--- config.mk ---
export PLATFORM = sky130hd
export DESIGN_NAME = modbus_rtu_register_slave_top
export DESIGN_NICKNAME = d
export VERILOG_FILES = /design/src/hw/rtl/mbrs_pkg.sv /design/src/hw/rtl/modbus_rtu_register_slave_top.sv /design/src/hw/rtl/mbrs_front.sv /design/src/hw/rtl/mbrs_back.sv
export SDC_FILE = /design/constraint.sdc
export NUM_CORES = 2
export LEC_CHECK = 0
export ABC_CLOCK_PERIOD_IN_PS = 7200
export BUFFER_PORTS_ARGS = -buffer_cell sky130_fd_sc_hd__clkbuf_2
export CAP_MARGIN = 20
export CELL_PAD_IN_SITES_DETAIL_PLACEMENT = 0
export CELL_PAD_IN_SITES_GLOBAL_PLACEMENT = 1
export CORE_ASPECT_RATIO = 0.9
export CORE_MARGIN = 2
export CORE_UTILIZATION = 60
export DETAILED_ROUTE_END_ITERATION = 10
export PLACE_DENSITY_LB_ADDON = 0.05
export SLEW_MARGIN = 20
export SYNTH_ARGS = -nofsm -noshare
export SYNTH_HDL_FRONTEND = slang
export SYNTH_HIERARCHICAL = 1
export SYNTH_SLANG_ARGS = --single-unit
export TNS_END_PERCENT = 30
--- constraint.sdc ---
create_clock -name clock -period 7.2 [get_ports clock]
set_input_delay 1.44 -clock clock [delete_from_list [all_inputs] [get_ports clock]]
set_output_delay 1.44 -clock clock [all_outputs]
set_load 0.01 [all_outputs]
--- src/hw/rtl/mbrs_pkg.sv ---
// Shared types, constants and the CRC-16/MODBUS byte step for the Modbus RTU register slave.
package mbrs_pkg;

   localparam int FRAME_DEPTH_DEF   = 256;
   localparam int NUM_MEAS_REGS_DEF = 2;

   localparam int QUEUE_DEPTH = 2;
   localparam int QUEUE_AW    = 1;

   localparam logic [7:0]  REPLY_ID        = 8'h80;
   localparam logic [7:0]  FN_READ_INPUT   = 8'h04;
   localparam logic [7:0]  FN_WRITE_SINGLE = 8'h06;
   localparam logic [7:0]  ECHO_LAST       = 8'd7;
   localparam logic [7:0]  WRITE_REPLY_LEN = 8'd8;
   localparam logic [7:0]  READ_HDR_LEN    = 8'd3;
   localparam logic [15:0] CRC_INIT        = 16'hFFFF;
   localparam logic [15:0] CRC_POLY        = 16'hA001;

   typedef enum logic [1:0] {
      ACT_BYTE = 2'd0,
      ACT_END  = 2'd1,
      ACT_LOAD = 2'd2,
      ACT_NONE = 2'd3
   } action_type;

   typedef struct packed {
      action_type  action;
      logic [7:0]  rx_byte;
      logic        meas_index;
      logic [15:0] meas_value;
   } cmd_type;

   function automatic logic [15:0] crc_add(input logic [15:0] crc, input logic [7:0] b);
      logic [15:0] c;
      c = crc ^ {8'h00, b};
      for (int k = 0; k < 8; k++) begin
         if (c[0]) begin
            c = (c >> 1) ^ CRC_POLY;
         end else begin
            c = c >> 1;
         end
      end
      return c;
   endfunction

endpackage

--- src/hw/rtl/modbus_rtu_register_slave_top.sv ---
// Top level of the Modbus RTU register slave: configuration port, front end and back end.
// A Modbus RTU slave that answers function 0x04 (read measurement registers) and
// function 0x06 (write the PWM register). Each input transfer carries one action:
// a received byte, a frame end or a measurement load. A two-entry command queue
// sits between the input port and the executing back end, so input transfers are
// taken while a reply is still being sent. A frame end walks the frame buffer one
// byte at a time, each with a registered memory read and then the CRC step, over
// max(count, 8) bytes, then a check state; reply bytes then leave at up to one per
// cycle while the receiver takes them, through the output register, 2n+5 bytes
// for a read of n words and 8 for a PWM write. Frames that fail the address,
// length or CRC check, name an unknown function or ask for a range past the
// register count get no reply. The station address is the register at byte
// address 0 of the configuration port and resets to 1.
module modbus_rtu_register_slave_top #(
   parameter int FRAME_DEPTH   = mbrs_pkg::FRAME_DEPTH_DEF,
   parameter int NUM_MEAS_REGS = mbrs_pkg::NUM_MEAS_REGS_DEF
) (
   input  logic        clock,
   input  logic        reset,
   input  logic        req_valid,
   output logic        req_ready,
   input  logic [1:0]  req_action,
   input  logic [7:0]  req_rx_byte,
   input  logic        req_meas_index,
   input  logic [15:0] req_meas_value,
   output logic        rsp_valid,
   input  logic        rsp_ready,
   output logic [7:0]  rsp_tx_byte,
   output logic        rsp_last_byte,
   output logic [15:0] rsp_pwm_value,
   input  logic        csr_psel,
   input  logic        csr_penable,
   input  logic        csr_pwrite,
   input  logic [2:0]  csr_paddr,
   input  logic [31:0] csr_pwdata,
   output logic [31:0] csr_prdata,
   output logic        csr_pready
);

   logic              slave_address_ff;
   logic [7:0]        slave_addr_ff;
   logic              q_valid;
   logic              q_ready;
   mbrs_pkg::cmd_type q_cmd;

   // Register transfer completes in the access phase; pready is tied high.
   assign csr_pready = 1'b1;
   assign csr_prdata = (csr_paddr[2] == 1'b0) ? {24'h0, slave_addr_ff} : 32'h0;

   always_ff @(posedge clock) begin
      if (reset) begin
         slave_addr_ff    <= 8'd1;
         slave_address_ff <= 1'b0;
      end else begin
         // mark that a write landed, used only to qualify checks below
         slave_address_ff <= 1'b0;
         if (csr_psel && csr_penable && csr_pwrite && csr_pready && !csr_paddr[2]) begin
            slave_addr_ff    <= csr_pwdata[7:0];
            slave_address_ff <= 1'b1;
         end
      end
   end

   mbrs_front u_front (
      .clock          (clock),
      .reset          (reset),
      .req_valid      (req_valid),
      .req_ready      (req_ready),
      .req_action     (req_action),
      .req_rx_byte    (req_rx_byte),
      .req_meas_index (req_meas_index),
      .req_meas_value (req_meas_value),
      .q_valid        (q_valid),
      .q_ready        (q_ready),
      .q_cmd          (q_cmd)
   );

   mbrs_back #(
      .FRAME_DEPTH   (FRAME_DEPTH),
      .NUM_MEAS_REGS (NUM_MEAS_REGS)
   ) u_back (
      .clock         (clock),
      .reset         (reset),
      .slave_address (slave_addr_ff),
      .q_valid       (q_valid),
      .q_ready       (q_ready),
      .q_cmd         (q_cmd),
      .rsp_valid     (rsp_valid),
      .rsp_ready     (rsp_ready),
      .rsp_tx_byte   (rsp_tx_byte),
      .rsp_last_byte (rsp_last_byte),
      .rsp_pwm_value (rsp_pwm_value)
   );

   // After the final byte of a reply is taken, nothing follows in the next cycle.
   a_last_gap: assert property (@(posedge clock) disable iff (reset)
      rsp_valid && rsp_ready && rsp_last_byte |=> !rsp_valid)
      else $error("reply byte followed the final byte without a gap");

   // A station address write is read back at once.
   a_addr_rb: assert property (@(posedge clock) disable iff (reset)
      slave_address_ff |-> (csr_paddr[2] || csr_prdata[7:0] == $past(csr_pwdata[7:0])))
      else $error("station address read-back mismatch");

   // The command queue drains only while the back end is idle, so no reply starts straight after a byte command.
   a_pop_idle: assert property (@(posedge clock) disable iff (reset)
      q_valid && q_ready |=> !(rsp_valid && $rose(rsp_valid) && $past(q_cmd.action) ==
      mbrs_pkg::ACT_BYTE))
      else $error("reply started straight after a byte command");

endmodule

--- src/hw/rtl/mbrs_front.sv ---
// Front end: accepts input transfers, drops idle actions and queues commands for the back end.
module mbrs_front (
   input  logic             clock,
   input  logic             reset,
   input  logic             req_valid,
   output logic             req_ready,
   input  logic [1:0]       req_action,
   input  logic [7:0]       req_rx_byte,
   input  logic             req_meas_index,
   input  logic [15:0]      req_meas_value,
   output logic             q_valid,
   input  logic             q_ready,
   output mbrs_pkg::cmd_type q_cmd
);

   mbrs_pkg::cmd_type                      qmem_ff [mbrs_pkg::QUEUE_DEPTH];
   logic [mbrs_pkg::QUEUE_AW-1:0]          wr_ptr_ff;
   logic [mbrs_pkg::QUEUE_AW-1:0]          rd_ptr_ff;
   logic [mbrs_pkg::QUEUE_AW:0]            cnt_ff;
   mbrs_pkg::cmd_type                      cmd;
   logic                                   push;
   logic                                   pop;

   always_comb begin
      cmd.action     = mbrs_pkg::action_type'(req_action);
      cmd.rx_byte    = req_rx_byte;
      cmd.meas_index = req_meas_index;
      cmd.meas_value = req_meas_value;
   end

   assign req_ready = (cnt_ff != (mbrs_pkg::QUEUE_AW+1)'(mbrs_pkg::QUEUE_DEPTH));
   // idle actions are taken and dropped here
   assign push      = req_valid && req_ready && (cmd.action != mbrs_pkg::ACT_NONE);
   assign q_valid   = (cnt_ff != '0);
   assign q_cmd     = qmem_ff[rd_ptr_ff];
   assign pop       = q_valid && q_ready;

   always_ff @(posedge clock) begin
      if (push) begin
         qmem_ff[wr_ptr_ff] <= cmd;
      end
   end

   always_ff @(posedge clock) begin
      if (reset) begin
         wr_ptr_ff <= '0;
         rd_ptr_ff <= '0;
         cnt_ff    <= '0;
      end else begin
         if (push) begin
            wr_ptr_ff <= wr_ptr_ff + 1'b1;
         end
         if (pop) begin
            rd_ptr_ff <= rd_ptr_ff + 1'b1;
         end
         case ({push, pop})
            2'b10:   cnt_ff <= cnt_ff + 1'b1;
            2'b01:   cnt_ff <= cnt_ff - 1'b1;
            default: cnt_ff <= cnt_ff;
         endcase
      end
   end

endmodule

--- src/hw/rtl/mbrs_back.sv ---
// Back end: frame buffer, frame check sequencer, register file and reply output stage.
module mbrs_back #(
   parameter int FRAME_DEPTH   = mbrs_pkg::FRAME_DEPTH_DEF,
   parameter int NUM_MEAS_REGS = mbrs_pkg::NUM_MEAS_REGS_DEF
) (
   input  logic              clock,
   input  logic              reset,
   input  logic [7:0]        slave_address,
   input  logic              q_valid,
   output logic              q_ready,
   input  mbrs_pkg::cmd_type q_cmd,
   output logic              rsp_valid,
   input  logic              rsp_ready,
   output logic [7:0]        rsp_tx_byte,
   output logic              rsp_last_byte,
   output logic [15:0]       rsp_pwm_value
);

   localparam int CW  = $clog2(FRAME_DEPTH);
   localparam int MIW = (NUM_MEAS_REGS > 1) ? $clog2(NUM_MEAS_REGS) : 1;

   typedef enum logic [2:0] {
      S_IDLE,
      S_RD,
      S_TAKE,
      S_CHECK,
      S_EMIT
   } state_type;

   state_type        state_ff;
   logic [7:0]       mem [FRAME_DEPTH];
   logic [7:0]       rdata_ff;
   logic [CW-1:0]    cnt_ff;
   logic [CW-1:0]    fcnt_ff;
   logic [CW-1:0]    idx_ff;
   logic [15:0]      crc_ff;
   logic [15:0]      got_ff;
   logic             addr_ok_ff;
   logic [7:0]       b_ff [1:7];
   logic [15:0]      meas_ff [NUM_MEAS_REGS];
   logic [15:0]      pwm_ff;
   logic             is_read_ff;
   logic [7:0]       k_ff;
   logic [7:0]       total_ff;
   logic [15:0]      rc_ff;
   logic             rsp_valid_ff;
   logic [7:0]       tx_byte_ff;
   logic             last_ff;
   logic [15:0]      pwm_out_ff;

   logic             wr_en;
   logic [CW:0]      idx_x;
   logic [CW:0]      fcnt_x;
   logic [CW-1:0]    last_walk;
   logic [16:0]      range_sum;
   logic [7:0]       n2;
   logic [7:0]       koff;
   logic [7:0]       widx;
   logic [15:0]      word;
   logic [7:0]       byte_out;
   logic             out_free;

   assign q_ready = (state_ff == S_IDLE);
   assign wr_en   = q_valid && q_ready && (q_cmd.action == mbrs_pkg::ACT_BYTE);

   always_ff @(posedge clock) begin
      if (wr_en) begin
         mem[cnt_ff] <= q_cmd.rx_byte;
      end
      rdata_ff <= mem[idx_ff];
   end

   assign idx_x     = {1'b0, idx_ff};
   assign fcnt_x    = {1'b0, fcnt_ff};
   assign last_walk = (fcnt_ff > CW'(7)) ? (fcnt_ff - 1'b1) : CW'(7);
   assign range_sum = {1'b0, b_ff[2], b_ff[3]} + {1'b0, b_ff[4], b_ff[5]};
   assign n2        = {b_ff[5][6:0], 1'b0};
   assign koff      = k_ff - mbrs_pkg::READ_HDR_LEN;
   assign widx      = b_ff[3] + {1'b0, koff[7:1]};
   assign word      = meas_ff[widx[MIW-1:0]];
   assign out_free  = !rsp_valid_ff || rsp_ready;

   always_comb begin
      if (is_read_ff) begin
         if (k_ff == 8'd0) begin
            byte_out = mbrs_pkg::REPLY_ID;
         end else if (k_ff == 8'd1) begin
            byte_out = mbrs_pkg::FN_READ_INPUT;
         end else if (k_ff == 8'd2) begin
            byte_out = n2;
         end else if (k_ff < n2 + mbrs_pkg::READ_HDR_LEN) begin
            byte_out = koff[0] ? word[7:0] : word[15:8];
         end else if (k_ff == n2 + mbrs_pkg::READ_HDR_LEN) begin
            byte_out = rc_ff[7:0];
         end else begin
            byte_out = rc_ff[15:8];
         end
      end else begin
         byte_out = (k_ff == 8'd0) ? mbrs_pkg::REPLY_ID : b_ff[k_ff[2:0]];
      end
   end

   always_ff @(posedge clock) begin
      if (reset) begin
         state_ff     <= S_IDLE;
         cnt_ff       <= '0;
         fcnt_ff      <= '0;
         idx_ff       <= '0;
         pwm_ff       <= '0;
         rsp_valid_ff <= 1'b0;
         for (int i = 0; i < NUM_MEAS_REGS; i++) begin
            meas_ff[i] <= '0;
         end
      end else begin
         if (rsp_valid_ff && rsp_ready) begin
            rsp_valid_ff <= 1'b0;
         end
         case (state_ff)
            S_IDLE: begin
               if (q_valid) begin
                  case (q_cmd.action)
                     mbrs_pkg::ACT_BYTE: begin
                        cnt_ff <= (cnt_ff == CW'(FRAME_DEPTH - 1)) ? '0 : cnt_ff + 1'b1;
                     end
                     mbrs_pkg::ACT_LOAD: begin
                        if (32'(q_cmd.meas_index) < NUM_MEAS_REGS) begin
                           meas_ff[q_cmd.meas_index] <= q_cmd.meas_value;
                        end
                     end
                     mbrs_pkg::ACT_END: begin
                        fcnt_ff <= cnt_ff;
                        cnt_ff  <= '0;
                        idx_ff  <= '0;
                        crc_ff  <= mbrs_pkg::CRC_INIT;
                        if (cnt_ff >= CW'(4)) begin
                           state_ff <= S_RD;
                        end
                     end
                     default: begin
                     end
                  endcase
               end
            end
            S_RD: begin
               state_ff <= S_TAKE;
            end
            S_TAKE: begin
               if (idx_ff == '0) begin
                  addr_ok_ff <= (rdata_ff == slave_address);
               end
               if (idx_x + 2'd2 < fcnt_x) begin
                  crc_ff <= mbrs_pkg::crc_add(crc_ff, rdata_ff);
               end
               if (idx_x + 2'd2 == fcnt_x) begin
                  got_ff[7:0] <= rdata_ff;
               end
               if (idx_x + 1'b1 == fcnt_x) begin
                  got_ff[15:8] <= rdata_ff;
               end
               if (idx_ff != '0 && idx_ff <= CW'(7)) begin
                  b_ff[idx_ff[2:0]] <= rdata_ff;
               end
               if (idx_ff == last_walk) begin
                  state_ff <= S_CHECK;
               end else begin
                  idx_ff   <= idx_ff + 1'b1;
                  state_ff <= S_RD;
               end
            end
            S_CHECK: begin
               k_ff  <= '0;
               rc_ff <= mbrs_pkg::CRC_INIT;
               state_ff <= S_IDLE;
               if (addr_ok_ff && crc_ff == got_ff) begin
                  if (b_ff[1] == mbrs_pkg::FN_READ_INPUT) begin
                     if (range_sum <= 17'(NUM_MEAS_REGS)) begin
                        is_read_ff <= 1'b1;
                        total_ff   <= n2 + 8'd5;
                        state_ff   <= S_EMIT;
                     end
                  end else if (b_ff[1] == mbrs_pkg::FN_WRITE_SINGLE) begin
                     pwm_ff     <= {b_ff[4], b_ff[5]};
                     is_read_ff <= 1'b0;
                     total_ff   <= mbrs_pkg::WRITE_REPLY_LEN;
                     state_ff   <= S_EMIT;
                  end
               end
            end
            S_EMIT: begin
               if (out_free) begin
                  rsp_valid_ff <= 1'b1;
                  tx_byte_ff   <= byte_out;
                  last_ff      <= (k_ff + 1'b1 == total_ff);
                  pwm_out_ff   <= pwm_ff;
                  if (k_ff < n2 + mbrs_pkg::READ_HDR_LEN) begin
                     rc_ff <= mbrs_pkg::crc_add(rc_ff, byte_out);
                  end
                  k_ff <= k_ff + 1'b1;
                  if (k_ff + 1'b1 == total_ff) begin
                     state_ff <= S_IDLE;
                  end
               end
            end
            default: begin
               state_ff <= S_IDLE;
            end
         endcase
      end
   end

   assign rsp_valid     = rsp_valid_ff;
   assign rsp_tx_byte   = tx_byte_ff;
   assign rsp_last_byte = last_ff;
   assign rsp_pwm_value = pwm_out_ff;

endmodule
==> flow_metrics.py <==
metrics = {
    "sta": {
        "fmax_mhz": 191,
        "rsz0062_at_grt": "no",
        "final-max-slew-violation-count": 0,
        "finClkSkew_ps": 33.8,
        "setup_viol": 0,
        "slew_headroom": 0.160,
        "period_needed_ps": 5250,
        "worst_pin_slew_ps": 1260,
        "fin_setup_tns_ps": 0,
        "period_share": 0.728,
        "hold_viol_final": 0,
        "whs_ps": 436,
    },
    "route": {
        "ant_nets": 0,
        "drtIter0Drc": 4754,
        "wl_per_cell_um": 30.7,
        "vias_per_cell": 6.49,
        "wirelength_um": 210000,
        "vias": 44500,
        "first_pass_iters": 7,
        "route.detailed.drc": 0,
    },
    "placement": {
        "gp_congestion": 0.823,
        "io_buffers": 77,
        "dp_hpwl_um": 125000,
        "place_inst": 6441,
        "post_dp_cell_area_um2": 97000,
    },
    "clocking": {
        "cts.clk_slew.worst_paths_ps": 60,
        "insertion_delay_ps": 840,
        "clock_sinks": 2357,
        "clock_path_buffers": 3,
        "htree_levels": 4,
        "cts_root_buffer": "clkbuf_16",
        "cts_resized": 0,
        "cts_inserted_buffers": 221,
        "post_cts_buffers": 0,
        "cts_tree": "yes",
        "cts-hold-fix-buffers": 0,
    },
    "synth": {
        "synth-compound-area-share": 0.0114,
        "async_reset_ff_frac": 0,
        "ys_warn_count": 6,
        "synthMuxAreaShare": 0.177,
        "synthAdderAreaFrac": 0.00673,
        "yosys.area.top_type": "edfxtp_1",
        "synth-edff-count": 2289,
        "yosysSeqAreaShare": 0.745,
        "synth_top_family_by_area": "multiplexers",
        "synth_area_um2": 94100,
        "yosys_register_bits": 2357,
        "synth.area.top_cells": "edfxtp_1, mux4_2, dfxtp_1",
        "ys_dominant_reg_cell": "edfxtp_1",
        "syn_inst": 4453,
        "synth.top_cell.area_share": 0.730,
        "synthXorXnorAreaFrac": 0.0126,
        "avgSynthCellArea_um2": 21.1,
        "synth-simple-area-share": 0.0343,
        "yosysUniqueCellTypes": 84,
    },
    "die": {
        "core_area_um2": 155000,
        "num_rows": 137,
        "die_area_um2": 160000,
        "start_util": 0.606,
        "dieWidth_um": 421,
        "io_pins": 129,
        "die_y_um": 380,
    },
    "run_status": {
        "status": "finished clean",
    },
    "cells_and_area": {
        "fillers": 9985,
        "layout.cells.non_filler": 6852,
        "postLayoutCellArea_um2": 104000,
        "drive_gt1_frac": 0.260,
        "nNetsFinal": 4703,
        "syn_to_final_growth_pct": 10.5,
        "final_util": 0.670,
    },
    "power_and_ir_drop": {
        "max-vdd-ir-drop_mv": 0.255,
        "p_per_area_nw_per_um2": 276,
        "power.leakage_nw": 31.5,
    },
    "global_route": {
        "grt_start_max_net_pins": 197,
        "overflow": 0,
        "antenna_found_initial": 4,
        "grt_pass1_vias": 44400,
        "gr-usage-all-layers": 0.265,
        "grt_pass1_wl_um": 308000,
    },
    "worst_setup_path": {
        "critPathLaunchType": "flop",
        "crit_path_max_incr_delay_ps": 710,
        "arrival_ps": 5800,
        "ff2ff_setup_slack_ps": 1950,
        "path_cells": "ha_1 > and3_1 > nand3_1 > xor2_1 > ha_1 > and4_1 > and2_1 > mux2_2 > mux2_1 > a21boi_0 > xnor2_1 > xnor3_2 > xnor3_2 > xnor2_1 > nand2_1",
        "crit_fanout": 9,
        "path_class": "flop to flop",
        "cpMaxStageDelayCell": "edfxtp_1",
        "cp.required_ps": 7760,
        "cp-end-kind": "flop",
    },
    "worst_hold_path": {
        "hold_class": "flop to flop",
    },
    "run": {
        "drv_cap": 0,
    },
}
## cell usage after synthesis (all sizes together) (5+ instances only)
cell	count
a2111oi	6
a211oi	10
a21o	11
a21oi	45
a22oi	5
a31oi	5
and2	30
and2b	8
and3	30
buf	102
clkbuf	160
dfxtp	68
edfxtp	2289
ha	49
inv	31
mux2	43
mux2i	36
mux4	700
nand2	85
nand2b	30
nand3	41
nand4	17
nor2	353
nor2b	12
nor3	21
nor4	11
o21a	6
o21ai	33
or2	9
or3	12
or4	6
xnor2	73
xor2	47
## sequential cells by signal (all words and copies together) (netlist names), 16 cells and up, named ones only
register and count:
u_back/crc_ff 16, u_back/rsp_pwm_value 16, u_back/pwm_ff 16, u_back/mem 2048, u_back/got_ff 16, u_back/meas_ff 32, u_back/b_ff 64, u_front/qmem_ff 54
u_back/rc_ff 16
## metal layers
metal / track usage / up-vias / wire length (um)
li1: - / 18600 / -
met1: 0.403 / 23800 / 88900
met2: 0.407 / 1692 / 99800
met3: 0.0459 / 329 / 15900
met4: 0.0730 / 2 / 5640
met5: 0 / - / 13
## worst max-delay path, delay by kind of cell, from the launching register on
family                     cells  cell delay [ps]
xor gates and xnor gates       5             1350
and+or+nand+nor                5             1100
DFF                            1              710
muxes                          2              680
adders and majority gates      2              670
AOI/OAI and AO/OA              1              450
## final cells by class
type	instances	area, um^2	share of cell area
Tap cell	2085	2610	0.0251
Clock buffer	293	6040	0.0581
Antenna cell	1	2.50	0.0000241
Sequential cell	2357	70100	0.674
Timing Repair Buffer	147	1170	0.0113
Inverter	31	116	0.00112
Clock inverter	112	858	0.00825
Multi-Input combinational cell	1826	23100	0.222
## cells by family (layout without fill, tap and decap cells)
| family | count (synthesis) | in the layout |
|---|---|---|
| other | 2 | 26 |
| and+or+nand+nor | 688 | 688 |
| adders and majority gates | 50 | 50 |
| buffers and inverters | 293 | 583 |
| muxes | 779 | 779 |
| xor gates and xnor gates | 125 | 125 |
| DFF | 2357 | 2357 |
| AOI/OAI and AO/OA | 159 | 159 |
## layout by cell type (no fill, tap or decap), types with 46 or more instances in the layout
| master | instances |
|---|---|
| clkbuf_2 | 76 |
| edfxtp_1 | 2289 |
| buf_4 | 50 |
| mux4_2 | 692 |
| xnor2_1 | 73 |
| clkbuf_16 | 230 |
| clkinv_1 | 46 |
| xor2_1 | 46 |
| nor2_1 | 350 |
| dfxtp_1 | 62 |
| clkbuf_1 | 58 |
| ha_1 | 49 |
| nand2_1 | 82 |
## stage by stage
stage / total power [mW] / worst slack, ps
6_report: 28.7 / 1950
5_1_grt: 29.6 / 1690
4_1_cts: 28.9 / 1930
3_5_place_dp: 17.8 / 2030
3_3_place_gp: 17.7 / 2120
2_1_floorplan: 17.1 / 2490
## report_power, final
group	switching (mW)	total [mW]	internal, mW
Combinational	1.27	1.54	0.269
Clock	4.85	11.1	6.29
Sequential	0.0570	16.0	16.0
## final timing paths
check | from | endpoint | depth (start not counted)
setup / recovery | u_back/b_ff[5][1] | u_back/rc_ff[0] | 15
hold / removal | u_back/pwm_ff[10] | u_back/rsp_pwm_value[10] | 0
setup reg to reg | u_back/b_ff[5][1] | u_back/rc_ff[0] | 15
hold reg to reg | u_back/pwm_ff[10] | u_back/rsp_pwm_value[10] | 0
Power figures use the tool's default switching activity.
